### config.mk
export PLATFORM = sky130hd
export DESIGN_NAME = i2c_master_bit_engine
export DESIGN_NICKNAME = d
export VERILOG_FILES = /design/src/hdl/i2cm_pkg.sv /design/src/hdl/i2cm_core.sv /design/src/hdl/i2c_master_bit_engine.sv
export SDC_FILE = /design/constraint.sdc
export NUM_CORES = 1
export LEC_CHECK = 0
export ABC_AREA = 1
export BUFFER_PORTS_ARGS = -buffer_cell sky130_fd_sc_hd__buf_4
export CORE_UTILIZATION = 54
export CTS_CLUSTER_DIAMETER = 200
export CTS_CLUSTER_SIZE = 16
export DETAILED_ROUTE_END_ITERATION = 16
export PLACE_DENSITY_LB_ADDON = 0.12
export SETUP_SLACK_MARGIN = 0.02
export SLEW_MARGIN = 25
export SYNTH_ARGS = -nofsm -noshare
export SYNTH_HDL_FRONTEND = slang
export SYNTH_SLANG_ARGS = --single-unit
### constraint.sdc
create_clock -name aclk -period 2.4 [get_ports aclk]
set_input_delay 0.24 -clock aclk [delete_from_list [all_inputs] [get_ports aclk]]
set_output_delay 0.24 -clock aclk [all_outputs]
set_load 0.03 [all_outputs]
### src/hdl/i2cm_pkg.sv
// Shared types and codes for the I2C master bit engine.
// No dependencies; imported by i2cm_core and i2c_master_bit_engine.
package i2cm_pkg;

    // item kinds
    localparam logic [2:0] KIND_TICK     = 3'd0;
    localparam logic [2:0] KIND_START    = 3'd1;
    localparam logic [2:0] KIND_STOP     = 3'd2;
    localparam logic [2:0] KIND_WRITE    = 3'd3;
    localparam logic [2:0] KIND_RD_ACK   = 3'd4;
    localparam logic [2:0] KIND_RD_NACK  = 3'd5;

    // status codes
    localparam logic [1:0] STAT_OK          = 2'd0;
    localparam logic [1:0] STAT_BUS_BUSY    = 2'd1;
    localparam logic [1:0] STAT_START_FAIL  = 2'd2;
    localparam logic [1:0] STAT_ACK_TIMEOUT = 2'd3;

    // configuration register indexes
    localparam logic [7:0] CFG_PHASE_TICKS    = 8'd0;
    localparam logic [7:0] CFG_ACK_POLL_LIMIT = 8'd1;

    localparam logic [7:0] PHASE_TICKS_RST    = 8'd5;
    localparam logic [7:0] ACK_POLL_LIMIT_RST = 8'd255;

    // one result beat
    typedef struct packed {
        logic       scl_high;
        logic       sda_drive_enable;
        logic       sda_level;
        logic [7:0] rx_byte;
        logic       ack_received;
        logic       done_res;
        logic [1:0] status;
    } i2cm_res_t;

endpackage

### src/hdl/i2cm_core.sv
// Bus sequencer: state registers plus the single-pass next-state logic.
// Depends on i2cm_pkg.
module i2cm_core (
    input  logic                aclk,
    input  logic                aresetn,
    input  logic                step,
    input  logic [2:0]          kind,
    input  logic [7:0]          tx_byte,
    input  logic                sda_sample,
    input  logic [7:0]          phase_ticks,
    input  logic [7:0]          ack_poll_limit,
    output i2cm_pkg::i2cm_res_t res
);
    import i2cm_pkg::*;

    localparam logic [4:0] ST_IDLE   = 5'd0;
    localparam logic [4:0] ST_STA_A  = 5'd1;
    localparam logic [4:0] ST_STA_B  = 5'd2;
    localparam logic [4:0] ST_STA_C1 = 5'd3;
    localparam logic [4:0] ST_STA_C2 = 5'd4;
    localparam logic [4:0] ST_STA_D  = 5'd5;
    localparam logic [4:0] ST_STO_A  = 5'd6;
    localparam logic [4:0] ST_STO_B  = 5'd7;
    localparam logic [4:0] ST_WR_LO  = 5'd8;
    localparam logic [4:0] ST_WR_HI  = 5'd9;
    localparam logic [4:0] ST_AK_LO  = 5'd10;
    localparam logic [4:0] ST_AK_POL = 5'd11;
    localparam logic [4:0] ST_AK_TL  = 5'd12;
    localparam logic [4:0] ST_RD_LO  = 5'd13;
    localparam logic [4:0] ST_RD_HI  = 5'd14;
    localparam logic [4:0] ST_KA_LO  = 5'd15;
    localparam logic [4:0] ST_KA_HI  = 5'd16;

    logic [4:0] state_reg, state_next;
    logic [7:0] phase_reg, phase_next;
    logic [3:0] bit_reg, bit_next;
    logic [7:0] shift_reg, shift_next;
    logic [7:0] poll_reg, poll_next;
    logic       ack_mode_reg, ack_mode_next;
    logic       scl_reg, scl_next;
    logic       en_reg, en_next;
    logic       lvl_reg, lvl_next;
    logic [7:0] rx_reg, rx_next;
    logic       ack_reg, ack_next;
    logic       done;
    logic [1:0] stat;

    logic [7:0] p_eff, lim_eff, phase_inc, poll_inc;
    logic       pover;
    logic [3:0] bit_inc;
    logic [7:0] shl_wr, shl_rd;

    always_comb begin
        p_eff     = (phase_ticks == 8'd0) ? 8'd1 : phase_ticks;
        lim_eff   = (ack_poll_limit == 8'd0) ? 8'd1 : ack_poll_limit;
        phase_inc = phase_reg + 8'd1;
        pover     = (phase_inc >= p_eff);
        poll_inc  = poll_reg + 8'd1;
        bit_inc   = bit_reg + 4'd1;
        shl_wr    = {shift_reg[6:0], 1'b0};
        shl_rd    = {shift_reg[6:0], sda_sample};

        state_next    = state_reg;
        phase_next    = phase_reg;
        bit_next      = bit_reg;
        shift_next    = shift_reg;
        poll_next     = poll_reg;
        ack_mode_next = ack_mode_reg;
        scl_next      = scl_reg;
        en_next       = en_reg;
        lvl_next      = lvl_reg;
        rx_next       = rx_reg;
        ack_next      = ack_reg;
        done          = 1'b0;
        stat          = STAT_OK;

        if (kind == KIND_TICK) begin
            // phase states but AK_POL count; the counter is zero when the phase ends
            phase_next = pover ? 8'd0 : phase_inc;
            unique case (state_reg)
                ST_STA_A: begin
                    if (pover) begin
                        en_next    = 1'b0;
                        state_next = ST_STA_B;
                    end
                end
                ST_STA_B: begin
                    if (pover) begin
                        if (!sda_sample) begin
                            done       = 1'b1;
                            stat       = STAT_BUS_BUSY;
                            state_next = ST_IDLE;
                        end else begin
                            en_next    = 1'b1;
                            lvl_next   = 1'b0;
                            state_next = ST_STA_C1;
                        end
                    end
                end
                ST_STA_C1: begin
                    if (pover) state_next = ST_STA_C2;
                end
                ST_STA_C2: begin
                    if (pover) begin
                        if (sda_sample) begin
                            en_next    = 1'b0;
                            lvl_next   = 1'b1;
                            done       = 1'b1;
                            stat       = STAT_START_FAIL;
                            state_next = ST_IDLE;
                        end else begin
                            scl_next   = 1'b0;
                            state_next = ST_STA_D;
                        end
                    end
                end
                ST_STA_D: begin
                    if (pover) begin
                        done       = 1'b1;
                        state_next = ST_IDLE;
                    end
                end
                ST_STO_A: begin
                    if (pover) begin
                        scl_next   = 1'b1;
                        state_next = ST_STO_B;
                    end
                end
                ST_STO_B: begin
                    if (pover) begin
                        lvl_next   = 1'b1;
                        done       = 1'b1;
                        state_next = ST_IDLE;
                    end
                end
                ST_WR_LO: begin
                    if (pover) begin
                        scl_next   = 1'b1;
                        state_next = ST_WR_HI;
                    end
                end
                ST_WR_HI: begin
                    if (pover) begin
                        shift_next = shl_wr;
                        bit_next   = bit_inc;
                        scl_next   = 1'b0;
                        if (bit_inc >= 4'd8) begin
                            en_next    = 1'b0;
                            state_next = ST_AK_LO;
                        end else begin
                            lvl_next   = shl_wr[7];
                            state_next = ST_WR_LO;
                        end
                    end
                end
                ST_AK_LO: begin
                    if (pover) begin
                        scl_next   = 1'b1;
                        poll_next  = 8'd0;
                        state_next = ST_AK_POL;
                    end
                end
                ST_AK_POL: begin
                    // polled every tick, no phase counting here
                    phase_next = 8'd0;
                    if (!sda_sample) begin
                        ack_next   = 1'b1;
                        scl_next   = 1'b0;
                        done       = 1'b1;
                        state_next = ST_IDLE;
                    end else begin
                        poll_next = poll_inc;
                        if (poll_inc >= lim_eff) state_next = ST_AK_TL;
                    end
                end
                ST_AK_TL: begin
                    if (pover) begin
                        ack_next   = 1'b0;
                        scl_next   = 1'b0;
                        done       = 1'b1;
                        stat       = STAT_ACK_TIMEOUT;
                        state_next = ST_IDLE;
                    end
                end
                ST_RD_LO: begin
                    if (pover) begin
                        scl_next   = 1'b1;
                        state_next = ST_RD_HI;
                    end
                end
                ST_RD_HI: begin
                    if (pover) begin
                        shift_next = shl_rd;
                        bit_next   = bit_inc;
                        scl_next   = 1'b0;
                        if (bit_inc >= 4'd8) begin
                            rx_next    = shl_rd;
                            en_next    = 1'b1;
                            lvl_next   = !ack_mode_reg;
                            state_next = ST_KA_LO;
                        end else begin
                            state_next = ST_RD_LO;
                        end
                    end
                end
                ST_KA_LO: begin
                    if (pover) begin
                        scl_next   = 1'b1;
                        state_next = ST_KA_HI;
                    end
                end
                ST_KA_HI: begin
                    if (pover) begin
                        scl_next   = 1'b0;
                        done       = 1'b1;
                        state_next = ST_IDLE;
                    end
                end
                default: begin
                    // idle tick: nothing moves
                    phase_next = phase_reg;
                    state_next = ST_IDLE;
                end
            endcase
        end else if (state_reg == ST_IDLE && kind <= KIND_RD_NACK) begin
            phase_next = 8'd0;
            bit_next   = 4'd0;
            poll_next  = 8'd0;
            unique case (kind)
                KIND_START: begin
                    scl_next   = 1'b1;
                    en_next    = 1'b1;
                    lvl_next   = 1'b1;
                    state_next = ST_STA_A;
                end
                KIND_STOP: begin
                    scl_next   = 1'b0;
                    en_next    = 1'b1;
                    lvl_next   = 1'b0;
                    state_next = ST_STO_A;
                end
                KIND_WRITE: begin
                    shift_next = tx_byte;
                    scl_next   = 1'b0;
                    en_next    = 1'b1;
                    lvl_next   = tx_byte[7];
                    state_next = ST_WR_LO;
                end
                default: begin
                    shift_next    = 8'd0;
                    ack_mode_next = (kind == KIND_RD_ACK);
                    scl_next      = 1'b0;
                    en_next       = 1'b0;
                    state_next    = ST_RD_LO;
                end
            endcase
        end

        res.scl_high         = scl_next;
        res.sda_drive_enable = en_next;
        res.sda_level        = lvl_next;
        res.rx_byte          = rx_next;
        res.ack_received     = ack_next;
        res.done_res         = done;
        res.status           = stat;
    end

    always_ff @(posedge aclk) begin
        if (!aresetn) begin
            state_reg    <= ST_IDLE;
            phase_reg    <= 8'd0;
            bit_reg      <= 4'd0;
            shift_reg    <= 8'd0;
            poll_reg     <= 8'd0;
            ack_mode_reg <= 1'b0;
            scl_reg      <= 1'b1;
            en_reg       <= 1'b0;
            lvl_reg      <= 1'b1;
            rx_reg       <= 8'd0;
            ack_reg      <= 1'b0;
        end else if (step) begin
            state_reg    <= state_next;
            phase_reg    <= phase_next;
            bit_reg      <= bit_next;
            shift_reg    <= shift_next;
            poll_reg     <= poll_next;
            ack_mode_reg <= ack_mode_next;
            scl_reg      <= scl_next;
            en_reg       <= en_next;
            lvl_reg      <= lvl_next;
            rx_reg       <= rx_next;
            ack_reg      <= ack_next;
        end
    end

endmodule

### src/hdl/i2c_master_bit_engine.sv
// I2C master bit engine top: input register, sequencer, result register.
// Its single-pass sequencer update is the only step between the two registers.
// Throughput: one item per cycle while m_ready does not stall the result register.
// Reset (aresetn low, synchronous): sequencer idle, SCL high, SDA released at 1,
//   phase_ticks 5, ack_poll_limit 255, both beat registers empty.
// Depends on i2cm_pkg and i2cm_core.
module i2c_master_bit_engine (
    input  logic       aclk,
    input  logic       aresetn,
    // item channel
    input  logic       s_valid,
    output logic       s_ready,
    input  logic [2:0] s_kind,
    input  logic [7:0] s_tx_byte,
    input  logic       s_sda_sample,
    // result channel
    output logic       m_valid,
    input  logic       m_ready,
    output logic       m_scl_high,
    output logic       m_sda_drive_enable,
    output logic       m_sda_level,
    output logic [7:0] m_rx_byte,
    output logic       m_ack_received,
    output logic       m_done_res,
    output logic [1:0] m_status,
    // configuration writes
    input  logic       cfg_valid,
    output logic       cfg_ready,
    input  logic [7:0] cfg_index,
    input  logic [7:0] cfg_data
);
    import i2cm_pkg::*;

    // configuration registers
    logic [7:0] phase_ticks_reg;
    logic [7:0] ack_poll_limit_reg;

    // input beat register
    logic       in_vld_reg;
    logic [2:0] in_kind_reg;
    logic [7:0] in_tx_reg;
    logic       in_sda_reg;

    // result beat register
    logic       out_vld_reg;
    i2cm_res_t  out_res_reg;
    i2cm_res_t  core_res;

    logic       advance;

    // the held beat moves on when the result slot is empty or being drained
    assign advance   = in_vld_reg && (!out_vld_reg || m_ready);
    assign s_ready   = !in_vld_reg || advance;
    assign cfg_ready = 1'b1;

    always_ff @(posedge aclk) begin
        if (!aresetn) begin
            phase_ticks_reg    <= PHASE_TICKS_RST;
            ack_poll_limit_reg <= ACK_POLL_LIMIT_RST;
        end else if (cfg_valid && cfg_ready) begin
            unique case (cfg_index)
                CFG_PHASE_TICKS:    phase_ticks_reg    <= cfg_data;
                CFG_ACK_POLL_LIMIT: ack_poll_limit_reg <= cfg_data;
                default: ;  // unknown index: write dropped
            endcase
        end
    end

    always_ff @(posedge aclk) begin
        if (!aresetn) begin
            in_vld_reg <= 1'b0;
        end else if (s_ready) begin
            in_vld_reg <= s_valid;
        end
    end

    always_ff @(posedge aclk) begin
        if (s_valid && s_ready) begin
            in_kind_reg <= s_kind;
            in_tx_reg   <= s_tx_byte;
            in_sda_reg  <= s_sda_sample;
        end
    end

    // sequencer state commits only when its result is captured
    i2cm_core u_core (
        .aclk           (aclk),
        .aresetn        (aresetn),
        .step           (advance),
        .kind           (in_kind_reg),
        .tx_byte        (in_tx_reg),
        .sda_sample     (in_sda_reg),
        .phase_ticks    (phase_ticks_reg),
        .ack_poll_limit (ack_poll_limit_reg),
        .res            (core_res)
    );

    always_ff @(posedge aclk) begin
        if (!aresetn) begin
            out_vld_reg <= 1'b0;
        end else if (advance) begin
            out_vld_reg <= 1'b1;
        end else if (m_ready) begin
            out_vld_reg <= 1'b0;
        end
    end

    always_ff @(posedge aclk) begin
        if (advance) begin
            out_res_reg <= core_res;
        end
    end

    assign m_valid            = out_vld_reg;
    assign m_scl_high         = out_res_reg.scl_high;
    assign m_sda_drive_enable = out_res_reg.sda_drive_enable;
    assign m_sda_level        = out_res_reg.sda_level;
    assign m_rx_byte          = out_res_reg.rx_byte;
    assign m_ack_received     = out_res_reg.ack_received;
    assign m_done_res         = out_res_reg.done_res;
    assign m_status           = out_res_reg.status;

endmodule

Yosys cells after proc, flatten, opt, wreduce, memory -nomap -nowiden --
Index checks and enable logic that the tools add are counted.
Operators by class: reductions and logical operators 30, order comparisons 4, bitwise gates (word level) 2, mux-type cells 98, add/sub/neg operators 3, equality and inequality tests 41
Operator list (count):
- $mux 8 | 12
- $mux 5 | 16
- $pmux 5 s13 | 1
- $mux 1 | 41
- $eq 5x4->1 const B | 8
- $ne 3x2->1 const B | 12
- $pmux 8 s2 | 2
- $mux 7 | 4
- $pmux 7 s2 | 2
- $logic_not 8->1 | 3
- $eq 5x3->1 const B | 4
- $add 8x1->8 const B | 2
- $ge 8x8->1 | 2
- $mux 4 | 4
- $reduce_and 15->1 | 1
- $reduce_or 15->1 | 1
- $mux 2 | 7
- $ne 3x3->1 const B | 4
- $pmux 4 s3 | 1
- $eq 5x2->1 const B | 2
- $pmux 1 s5 | 2
- $eq 8x1->1 const B | 1
- $pmux 1 s4 | 2
- $reduce_and 4->1 | 2
- 30 further kinds | 42
Storage, ports and cells: output and inout port bits 18, logic and storage cells 203, input bits 33, register bits 90

Logic depth before layout (Yosys ltp) --
word-level depth 7, depth in mapped cells 19, gate-level depth less buffers 19

Hierarchy --
A second synthesis with hierarchy kept.
Unflattened totals: cells, all modules 714, area total of the unflattened synthesis 5206.2 µm²
Modules (own cells, without submodules):
- i2cm_core | area each 3619.7 µm², times used 1, cells an instance 579
- i2c_master_bit_engine | area each 1586.5 µm², times used 1, cells an instance 135

Worst setup path after synthesis --
No wires, ideal clock.
path kind reg2reg, from reg u_core.phase_reg[0], to reg out_res_reg, in the netlist m_sda_level (data pin), data arrival time 2232 ps, setup time 266 ps, setup slack -98 ps, period minus slack after synthesis 2498 ps, stages on the path, launching flop included 15, cells stage by stage dfxtp_1 -> nand2_1 -> nor2_1 -> nand4_1 -> nor2_1 -> xor2_1 -> ha_1 -> a21oi_1 -> o21a_1 -> nand2_2 -> buf_2 -> nand3_1 -> nand2_1 -> nor2_1 -> a21boi_0
RTL lines:
- start, declared | RTL line i2cm_core.sv:35 | logic [7:0] phase_reg, phase_next;
- start signal, assigned | RTL line i2cm_core.sv:283 | phase_reg <= phase_next;
- end signal, assigned | RTL line i2c_master_bit_engine.sv:110 | out_res_reg <= core_res;
- end, declared | RTL line i2c_master_bit_engine.sv:46 | i2cm_res_t out_res_reg;

Final worst setup path --
from reg u_core.phase_reg[1], to reg u_core.phase_reg[6]
Between the ends: longest elaborated chain between the ends 5
RTL lines:
- $add 8x1->8 (*) | RTL line i2cm_core.sv:56 | phase_inc = phase_reg + 8'd1;
- $ge 8x8->1 | RTL line i2cm_core.sv:57 | pover = (phase_inc >= p_eff);
- $mux 8 (*) | RTL line i2cm_core.sv:79 | phase_next = pover ? 8'd0 : phase_inc;
- $pmux 8 s2 (*) | RTL line i2cm_core.sv:80 | unique case (state_reg)
- $mux 8 (*) | RTL line i2cm_core.sv:77 | if (kind == KIND_TICK) begin
Every way passes the cells marked *; elsewhere a longest branch is shown, timed or not. A chain may end at the register's enable or synchronous reset.

==> flow_summary.toml <==
[detailed_routing]
drt_first_pass_iters = 5
viasPerCell = 5.606
drcViolationCount = 0
vias = 4939
drt-wirelength-per-cell_um = 15.70
drt-total-wl_mm = 13.83
ant_nets = 0
drt_iter0_drc = 350

[clocking]
cts_buffers = 9
cts_max_level = 3
clk_pin_slew_worst_paths_ns = 0.10
tritoncts = "built"
cts_buffer_depth = 2
clkLatencyLatePin_ns = 0.37
root_buffer = "clkbuf_8"
cts.sinks = 90

[pwr]
power_leakage_nw = 2.944
ir_worst_vdd_mv = 0.3255
power_density_nw_per_um2 = 598.7

[floorplan]
core_um2 = 8891
ioPinCount = 51
die_w_um = 98.73
row_count = 34
die-area_um2 = 9747
die_h_um = 98.73
initial_core_util_pct = 56.83

[sta]
fin_skew_ns = 0.01040
finalCritPeriodShare_pct = 111.6
worst_slew_pin_slew_ns = 0.7114
rsz0062_at_grt = "yes"
setup_tns_ns = -11.20
max_freq_ghz = 0.3732
hold_slack_ns = 0.04312
setup_ws_ns = -0.2793
setup_viol = 59
finalHoldViolations = 0
slew-limit-headroom_pct = 52.50
min_period_ns = 2.679
maxSlewViolCount = 0

[critical_path]
cp_slowest_stage_delay_ns = 0.39
cp.required_ns = 2.69
worst_path_max_delay_cell = "dfxtp_4"
critPathMaxFanout = 7
r2r-start = "u_core.phase_reg[1]"
cp.arrival_ns = 2.97
regToRegEndpoint = "u_core.phase_reg[6]"
critPathKind = "register to register"
crit_path_end_kind = "register"
r2r_cells = 15
crit_chain = "nand2_4 > nor2_4 > nand4_1 > nor2_1 > xor2_1 > ha_1 > a21oi_2 > o21a_4 > nand2_8 > nor2_4 > buf_6 > nand2_2 > nor2_1 > nand2_1 > a21oi_1"
startpoint_type = "register"
r2r_setup_slack_ns = -0.28

[cells_and_area]
utilization_pct = 72.94
fin_cells = 881
syn_to_final_growth_pct = 28.36
layout_common_cells = "nand2_1, inv_1, buf_4, dfxtp_1, nor2_1"
num-nets-final = 821
layout_commonest_cell = "nand2_1"
drive_gt1_share_pct = 30.14
insertedDiodeCount = 0

[synth]
synth_seq_cells = 90
avgSynthCellArea_um2 = 7.354
ys_warn_count = 0
netlist_area_um2 = 5052
synthCells = 687
ys_types = 41
ys_seq_area_share_pct = 41.01
syn_nets = 740

[placement]
dp.cells = 850
gp_congestion = 0.9053
dp_hpwl_mm = 9.248
io_buffers = 49

[status]
status = "finished, violations left"
violations = "negative setup slack"

[grt]
gr-total-overflow = 0
antenna_found_initial = 0
use_met2_pct = 48.86
grt_pass1_vias = 4622
grt_pass1_wl_mm = 21.74
grt_use_met1_pct = 34.84
grt_usage_pct = 28.32
grt_max_degree = 34
busiest_layer = "met2"
met3_usage_pct = 4.752

[job]
cap_violations = 0

[hold_path]
hold_class = "input pin to register"
min_from = "s_kind[2]"
hold_depth = 1
holdPathEnd = "in_kind_reg[2]"
## worst max-delay path: cells and delay by family, from the launching register on
| family | cells | cell delay, ns |
|---|---|---|
| flops | 1 | 0.39 |
| fa+ha+maj | 1 | 0.30 |
| simple gates | 9 | 0.99 |
| buf+inv | 1 | 0.18 |
| compound gates | 3 | 0.51 |
| xor+xnor | 1 | 0.21 |
## cell families after synthesis
kind of cell,count (synthesis),share of synthesized area [%]
buffers and inverters,120,9.163
AOI/OAI and AO/OA,129,14.64
xor gates and xnor gates,10,1.733
DFF,90,41.01
other,1,0.07422
and+or+nand+nor,317,28.43
adders and majority gates,20,4.953
## cells in the mapped netlist (all sizes together)
| cell | number | share of area, % |
|---|---|---|
| a211oi | 1 | 0.15 |
| a21boi | 1 | 0.15 |
| a21o | 1 | 0.15 |
| a21oi | 58 | 5.7 |
| a221oi | 1 | 0.17 |
| a22o | 5 | 0.87 |
| a31oi | 1 | 0.12 |
| a41o | 2 | 0.40 |
| buf | 8 | 0.84 |
| clkbuf | 9 | 0.67 |
| conb | 1 | 0.074 |
| dfxtp | 63 | 25 |
| edfxtp | 27 | 16 |
| ha | 20 | 5.0 |
| inv | 103 | 7.7 |
| nand2 | 152 | 12 |
| nand3 | 62 | 6.4 |
| nand3b | 2 | 0.30 |
| nand4 | 10 | 1.2 |
| nor2 | 73 | 6.6 |
| nor3 | 15 | 1.7 |
| nor4 | 3 | 0.37 |
| o2111ai | 1 | 0.17 |
| o211ai | 9 | 1.3 |
| o21a | 4 | 0.74 |
| o21ai | 42 | 4.2 |
| o22ai | 2 | 0.25 |
| o31ai | 1 | 0.15 |
| xor2 | 10 | 1.7 |
## how the worst max path moves through the flow
stage                     slack [ns]                   to                start
final                          -0.28  u_core.phase_reg[6]  u_core.phase_reg[1]
after global routing           -0.45  u_core.state_reg[4]  u_core.phase_reg[0]
after detailed placement       -0.26   u_core.poll_reg[6]  u_core.phase_reg[1]
after CTS                      -0.14   u_core.poll_reg[4]  u_core.phase_reg[1]
after global placement         -0.16   u_core.poll_reg[4]  u_core.phase_reg[1]
after floorplan               -0.002   u_core.poll_reg[3]  u_core.phase_reg[0]
## final cells by class
| type | count | area (um2) |
|---|---|---|
| multi-input combinational | 479 | 2943 |
| timing repair buffer | 84 | 698.2 |
| tap | 108 | 135.1 |
| clock inverter | 7 | 98.84 |
| timing repair inverter | 1 | 6.256 |
| fill | 705 | 2406 |
| inverter | 103 | 396.6 |
| clock buffer | 9 | 123.9 |
| sequential | 90 | 2083 |
## per-layer routing
metal	routed length, um	up-vias
li1	-	2436
met2	6909	172
met4	417	0
met1	5797	2292
met3	710	39
met5	0	-
## through the flow
stage          total power (W)  cell area, um2  setup WS (ns)
2_1_floorplan         0.002202            5075      -0.001985
3_3_place_gp          0.002430            5693        -0.1624
3_5_place_dp          0.002447            5693        -0.2639
4_1_cts               0.003765            6241        -0.1359
5_1_grt               0.004050            6485        -0.4521
6_report              0.003883            6485        -0.2793
## power breakdown
part | switching, W | total, W | internal [W]
registers | 0.0000573 | 0.00170 | 0.00164
clock network | 0.000582 | 0.00118 | 0.000598
logic | 0.000599 | 0.00100 | 0.000404
total | 0.00124 | 0.00388 | 0.00264
## timing repair
item,in CTS,in global routing
resized for setup,66,52
hold buffers,0,0
buffers inserted,9,5
pin swaps,42,41
setup endpoints to repair,59,59
cloned,3,0
Note: power is estimated with default switching activity, not from simulation.
